$ cat src/vbtm_pkg.sv
package vbtm_pkg;

  localparam int INSTRUMENTS   = 16;
  localparam int INST_W        = $clog2(INSTRUMENTS);
  localparam int WINDOW_MAX    = 64;
  localparam int HEAD_W        = $clog2(WINDOW_MAX);
  localparam int FRACTION_BITS = 16;
  localparam int FRAC_W        = FRACTION_BITS + 1;
  localparam int SUM_W         = 33;
  localparam int TOTAL_W       = HEAD_W + FRAC_W;
  localparam int RING_DEPTH    = INSTRUMENTS * WINDOW_MAX;
  localparam int RING_AW       = INST_W + HEAD_W;
  localparam int WIN_W         = 7;
  localparam int PADDR_W       = 5;
  localparam int DIV_STEPS     = FRAC_W;
  localparam int DIV_CNT_W     = $clog2(DIV_STEPS + 1);

  // Register map, word index.
  typedef enum logic [2:0] {
    REG_ENABLED   = 3'd0,
    REG_BUCKET    = 3'd1,
    REG_WINDOW    = 3'd2,
    REG_THRESHOLD = 3'd3,
    REG_COOLDOWN  = 3'd4
  } reg_idx_t;

  typedef struct packed {
    logic [3:0]  instrument;
    logic [31:0] price;
    logic [31:0] volume;
    logic [31:0] now_seconds;
  } in_item_t;

  typedef struct packed {
    logic [3:0]  instrument_out;
    logic        accepted;
    logic        side_buy;
    logic        bucket_closed;
    logic        metric_valid;
    logic [16:0] metric;
    logic        alert;
  } out_item_t;

  // Classified trade as it travels from front to back.
  typedef struct packed {
    in_item_t item;
    logic     reject;
  } trade_t;

  typedef struct packed {
    logic              enabled;
    logic [31:0]       bucket_volume;
    logic [WIN_W-1:0]  win;
    logic [HEAD_W-1:0] cap;
    logic [16:0]       threshold;
    logic [31:0]       cooldown;
    logic              clear;
  } cfg_t;

endpackage

$ cat src/vbtm_front.sv
module vbtm_front (
  input  logic              clk,
  input  logic              rst_n,
  input  logic              enabled,
  input  logic              push,
  output logic              full,
  input  vbtm_pkg::in_item_t in_data,
  output logic              q_valid,
  output vbtm_pkg::trade_t  q_head,
  input  logic              q_pop
);
  import vbtm_pkg::*;

  trade_t     slot_r [2];
  logic       wptr_r, wptr_nxt;
  logic       rptr_r, rptr_nxt;
  logic [1:0] cnt_r, cnt_nxt;
  logic       wr;
  trade_t     cls;

  // Classify: zero volume or an unknown instrument is reported but not counted.
  always_comb begin
    cls.item   = in_data;
    cls.reject = (in_data.volume == 32'd0) ||
                 ({1'b0, in_data.instrument} >= (INST_W + 1)'(INSTRUMENTS));
  end

  assign full    = (cnt_r == 2'd2);
  assign wr      = push && !full && enabled;
  assign q_valid = (cnt_r != 2'd0);
  assign q_head  = slot_r[rptr_r];

  // Two-entry queue pointers.
  always_comb begin
    wptr_nxt = wptr_r ^ wr;
    rptr_nxt = rptr_r ^ (q_pop && q_valid);
    cnt_nxt  = cnt_r + {1'b0, wr} - {1'b0, q_pop && q_valid};
  end

  always_ff @(posedge clk) begin
    if (!rst_n) begin
      wptr_r <= 1'b0;
      rptr_r <= 1'b0;
      cnt_r  <= 2'd0;
    end else begin
      wptr_r <= wptr_nxt;
      rptr_r <= rptr_nxt;
      cnt_r  <= cnt_nxt;
    end
  end

  // Queue storage.
  always_ff @(posedge clk) begin
    if (wr) begin
      slot_r[wptr_r] <= cls;
    end
  end

endmodule

$ cat config.mk
export PLATFORM = sky130hd
export DESIGN_NAME = vbtm_front
export DESIGN_NICKNAME = d
export VERILOG_FILES = /design/src/vbtm_pkg.sv /design/src/vbtm_front.sv
export SDC_FILE = /design/constraint.sdc
export NUM_CORES = 1
export LEC_CHECK = 0
export ABC_AREA = 1
export BUFFER_PORTS_ARGS = -buffer_cell sky130_fd_sc_hd__buf_2
export CAP_MARGIN = 5
export CORE_MARGIN = 2
export CORE_UTILIZATION = 30
export CTS_CLUSTER_SIZE = 30
export DETAILED_ROUTE_END_ITERATION = 10
export PLACE_DENSITY_LB_ADDON = 0.08
export SLEW_MARGIN = 40
export SYNTH_ARGS = -nofsm -noshare
export SYNTH_HDL_FRONTEND = slang
export SYNTH_SLANG_ARGS = --single-unit
$ cat constraint.sdc
create_clock -name clk -period 6.3 [get_ports clk]
set_input_delay 1.575 -clock clk [delete_from_list [all_inputs] [get_ports clk]]
set_output_delay 1.575 -clock clk [all_outputs]
set_load 0.005 [all_outputs]
Word level (Yosys, flattened, before mapping)

Memories as Yosys holds them, arrays and structs flattened. A register that Yosys moved wholly into a read port is not among the register bits.
Cells that the tools add are included.

Flip-flop bits (word level): 4
Memory bits (writable): 202
Input bits: 105
Logic and storage cells: 18
Memories: 1

Add/subtract/negate cells: 2
Eq/ne operators: 1
Muxes and demuxes: 3
Bitwise logic cells: 2
Reduce and logical (&&, ||, !) cells: 6

Memories:

| name   | depth | bits a word | read ports | clocked after Yosys merged registers in | wr ports | RTL line         | text |
|---|---|---|---|---|---|---|---|
| slot_r | 2     | 101         | 1          | 1                                       | 1        | vbtm_front.sv:14 | `trade_t slot_r [2];` |

Operators by type and width:

| operator                                    | count |
|---|---|
| 32-bit logical NOT                          | 1 |
| 1-bit logical AND                           | 3 |
| 1-bit 2-to-1 mux                            | 3 |
| 2-bit by 1-bit adder with 2-bit output      | 1 |
| 2-bit == test, second input constant        | 1 |
| 2-bit nonzero test                          | 1 |
| 2-bit by 1-bit subtractor with 2-bit output | 1 |
| 1-bit bitwise XOR                           | 2 |
| 1-bit logical NOT                           | 1 |

Longest topological paths before layout

Depth after elaboration: 6
Depth in mapped cells: 11
Depth with buffers taken out: 11

Least setup slack after synthesis

No wires, ideal clock.

Kind: input port to flip-flop
Start point: in enabled
End point: mem slot_r[1][0] (netlist name), enable pin
Arrival time: 4196 ps
Required time: 5828 ps
Slack: 1632 ps
Cell stages on the path: 3
Cells stage by stage: nand2_1 > nor2_1 > ha_1

Cells in the longest elaborated chain, start to end: 3

Ends and longest elaborated chain:

| what                                   | RTL line         | text |
|---|---|---|
| from (decl)                            | vbtm_front.sv:4  | `input logic enabled,` |
| 1-bit logical AND                      | vbtm_front.sv:29 | `assign wr = push && !full && enabled;` |
| 1-bit 2-to-1 mux                       | vbtm_front.sv:54 | `if (wr) begin` |
| 1-bit 2-to-1 mux (implied by the code) | vbtm_front.sv:55 | `slot_r[wptr_r] <= cls;` |
| to (decl)                              | vbtm_front.sv:14 |  |

Every way passes these cells.

==> reports/results.tsv <==
stage	metric	value	unit
status	status	completed	
pwr	power_switching	0.000906	W
cells_and_area	fin_area	0.0103	mm²
cells_and_area	fillCellCount	2565	
route	antenna_left	0	
worst_setup_path	crit_path_end_kind	output pin	
run	cap_violations	0	
floorplan	io_pins	208	
pwr	internal_power	0.00282	W
clocking	clk_latency	510	ps
clocking	cts_hold_buffers	0	
floorplan	dieArea	0.0283	mm²
worst_setup_path	crit_chain	buf_12, buf_12, mux2_2, buf_2	
floorplan	initial_core_util	30.3	%
pwr	combPwrFrac	21.1	%
timing	timing.hold.ws	507	ps
timing	finClkSkew	13.1	ps
pwr	sw_frac_of_total	24.3	%
timing	min_period	4000	ps
clocking	cts_setup_buffers	0	
floorplan	rows	60	
synth	netlist_top_cells_area	edfxtp_1, mux2_4, buf_12	
global_routing	grt_usage	11.2	%
worst_setup_path	required	4720	ps
worst_setup_path	cp_slowest_cell	dfxtp_4	
floorplan	fp.coreArea	0.0267	mm²
clocking	cts_sinks	207	
route	avgViaCountPerCell	4.19	
cells_and_area	layout_commonest_cell	buf_2	
route	drcViolationCount	0	
worst_setup_path	crit_path_max_fanout	53	
synth	yosys.cell_types.count	14	
cells_and_area	final_nets	716	
pwr	ir_worst_vdd	154	µV
global_routing	grt_pass1_wl	24.4	mm
timing	slew_headroom	68.3	%
synth	ys_seq_elements	207	
route	wl	16.5	mm
timing	rsz0062_at_grt	false	
worst_setup_path	arrival	2430	ps
route	drt_iter0_markers	263	
placement	place_congestion	0.668	
pwr	power_frac_clock	33.4	%
timing	period_share	63.5	%
timing	slew_viol_final	0	
synth	syn-cell-area	0.00810	mm²
worst_setup_path	path_class	reg2out	
worst_setup_path	startpoint_type	flop	
synth	synth_warnings	0	
global_routing	antenna_found_initial	1	
clocking	clk_pin_slew	60	ps
timing	finalSetupViolations	0	
worst_setup_path	crit_top_cell	buf_12	
synth	synth_area_leader_cell	edfxtp_1	
route	vias	4052	
floorplan	die_y	168	µm
synth	synth_nets	486	
global_routing	grt_max_degree	54	
global_routing	grt_pass1_vias	4309	
timing	worst_pin_slew	475	ps
synth	syn_area_per_cell	21.5	µm²
pwr	p_leak	3.94	nW
synth	syn_inst	377	
cells_and_area	area.growth.synth_to_final	26.5	%
route	routedWlPerCell	17.0	µm
route	firstDrtPassIters	4	
synth	ys_seq_area_share	76.1	%
clocking	cts_tree	done	
global_routing	grt_overflow_total	0	
clocking	cts_resized	0	
placement	portBuffers	207	
cells_and_area	drive_gt1_share	56.3	%
pwr	powerDensity	364	mW/mm²
hold_path	worstHoldPathType	reg2reg	
placement	dp_hpwl	11.3	mm
timing	timing.fmax	250	MHz
clocking	cts.htree.levels	1	
clocking	clock_path_buffers	3	
timing	finalHoldViolCount	0	
pwr	pwr-share-seq	45.5	%
synth	synth.top_cell.area_share	74.9	%
clocking	cts_buffers	24	
floorplan	die_w	168	µm
placement	dpl_cell_area	0.00953	mm²
cells_and_area	mostFrequentLayoutCells	buf_2, edfxtp_1, mux2_4	
clocking	root_buffer	clkbuf_16	
timing	fin_tns_setup	0	ps
worst_setup_path	crit_path_max_incr_delay	610	ps
metal layers:
metal  global-route usage, %  part of all wire, %  wire length, µm
met5                       0                    0                0
met4                    3.34                  2.1              349
met3                    3.93                  8.2             1350
met2                    18.7                   48             7910
met1                    13.8                   42             6860
final timing paths:
check	from	end	slack, ps	cells past startpoint
worst max-delay path	flop	q_head[7]	2300	4
worst min-delay path	rptr_r	rptr_r	510	2
worst max register to register	cnt_r[1]	slot_r[0][70]	4020	6
worst min register to register	rptr_r	rptr_r	510	2
state kept, by name, summed over array words and instances, names as in the netlist, named ones only:
register and flops:
wptr_r 1, slot_r 202, rptr_r 1, cnt_r 2
logic make-up after synthesis:
group / share of synthesized area (%)
compound gates: 0.0927
xor+xnor: 0.108
fa+ha+maj: 0.618
buf+inv: 2.70
flops: 76.1
mux: 18.2
simple gates: 2.16
layout make-up:
class / count / area (µm²) / area share [%]
inverter: 6 / 22.5 / 0.220
antenna: 1 / 2.50 / 0.0244
tap: 341 / 427 / 4.16
clock inverter: 9 / 43.8 / 0.427
multi-input combinational: 153 / 1740 / 17.0
timing repair buffer: 215 / 1170 / 11.4
clock buffer: 35 / 673 / 6.57
sequential: 207 / 6170 / 60.2
stage by stage:
stage,utilization [%],instances,total power (W),worst slack (ps)
6_report,38.4,967,0.00373,2300
5_1_grt,38.3,966,0.00392,2160
4_1_cts,38.3,966,0.00380,2230
3_5_place_dp,35.7,922,0.00253,2730
3_3_place_gp,35.3,917,0.00251,2380
2_1_floorplan,-,377,0.00227,1630
synth_stat cells:
master / instances
ha_1: 4
mux2_4: 90
inv_1: 6
o21a_1: 1
mux2_2: 11
nand2_1: 16
buf_12: 9
or2_2: 1
xnor2_1: 1
buf_2: 1
edfxtp_1: 202
buf_6: 1
nor2_1: 29
dfxtp_1: 5
power by group through the flow:
stage | logic, W | registers (W) | clock network [W]
finish | 0.000786 | 0.00170 | 0.00125
global route | 0.000858 | 0.00171 | 0.00135
CTS | 0.000808 | 0.00170 | 0.00130
detailed placement | 0.000805 | 0.00173 | 0
global placement | 0.000751 | 0.00176 | 0
floorplan | 0.000567 | 0.00170 | 0
critical path: cells and delay by family, from the launching register on:
| family | cells | cell delay (ps) |
|---|---|---|
| buffers and inverters | 3 | 810 |
| flip-flops | 1 | 610 |
| multiplexers | 1 | 410 |
(Power assumes the default switching activity.)
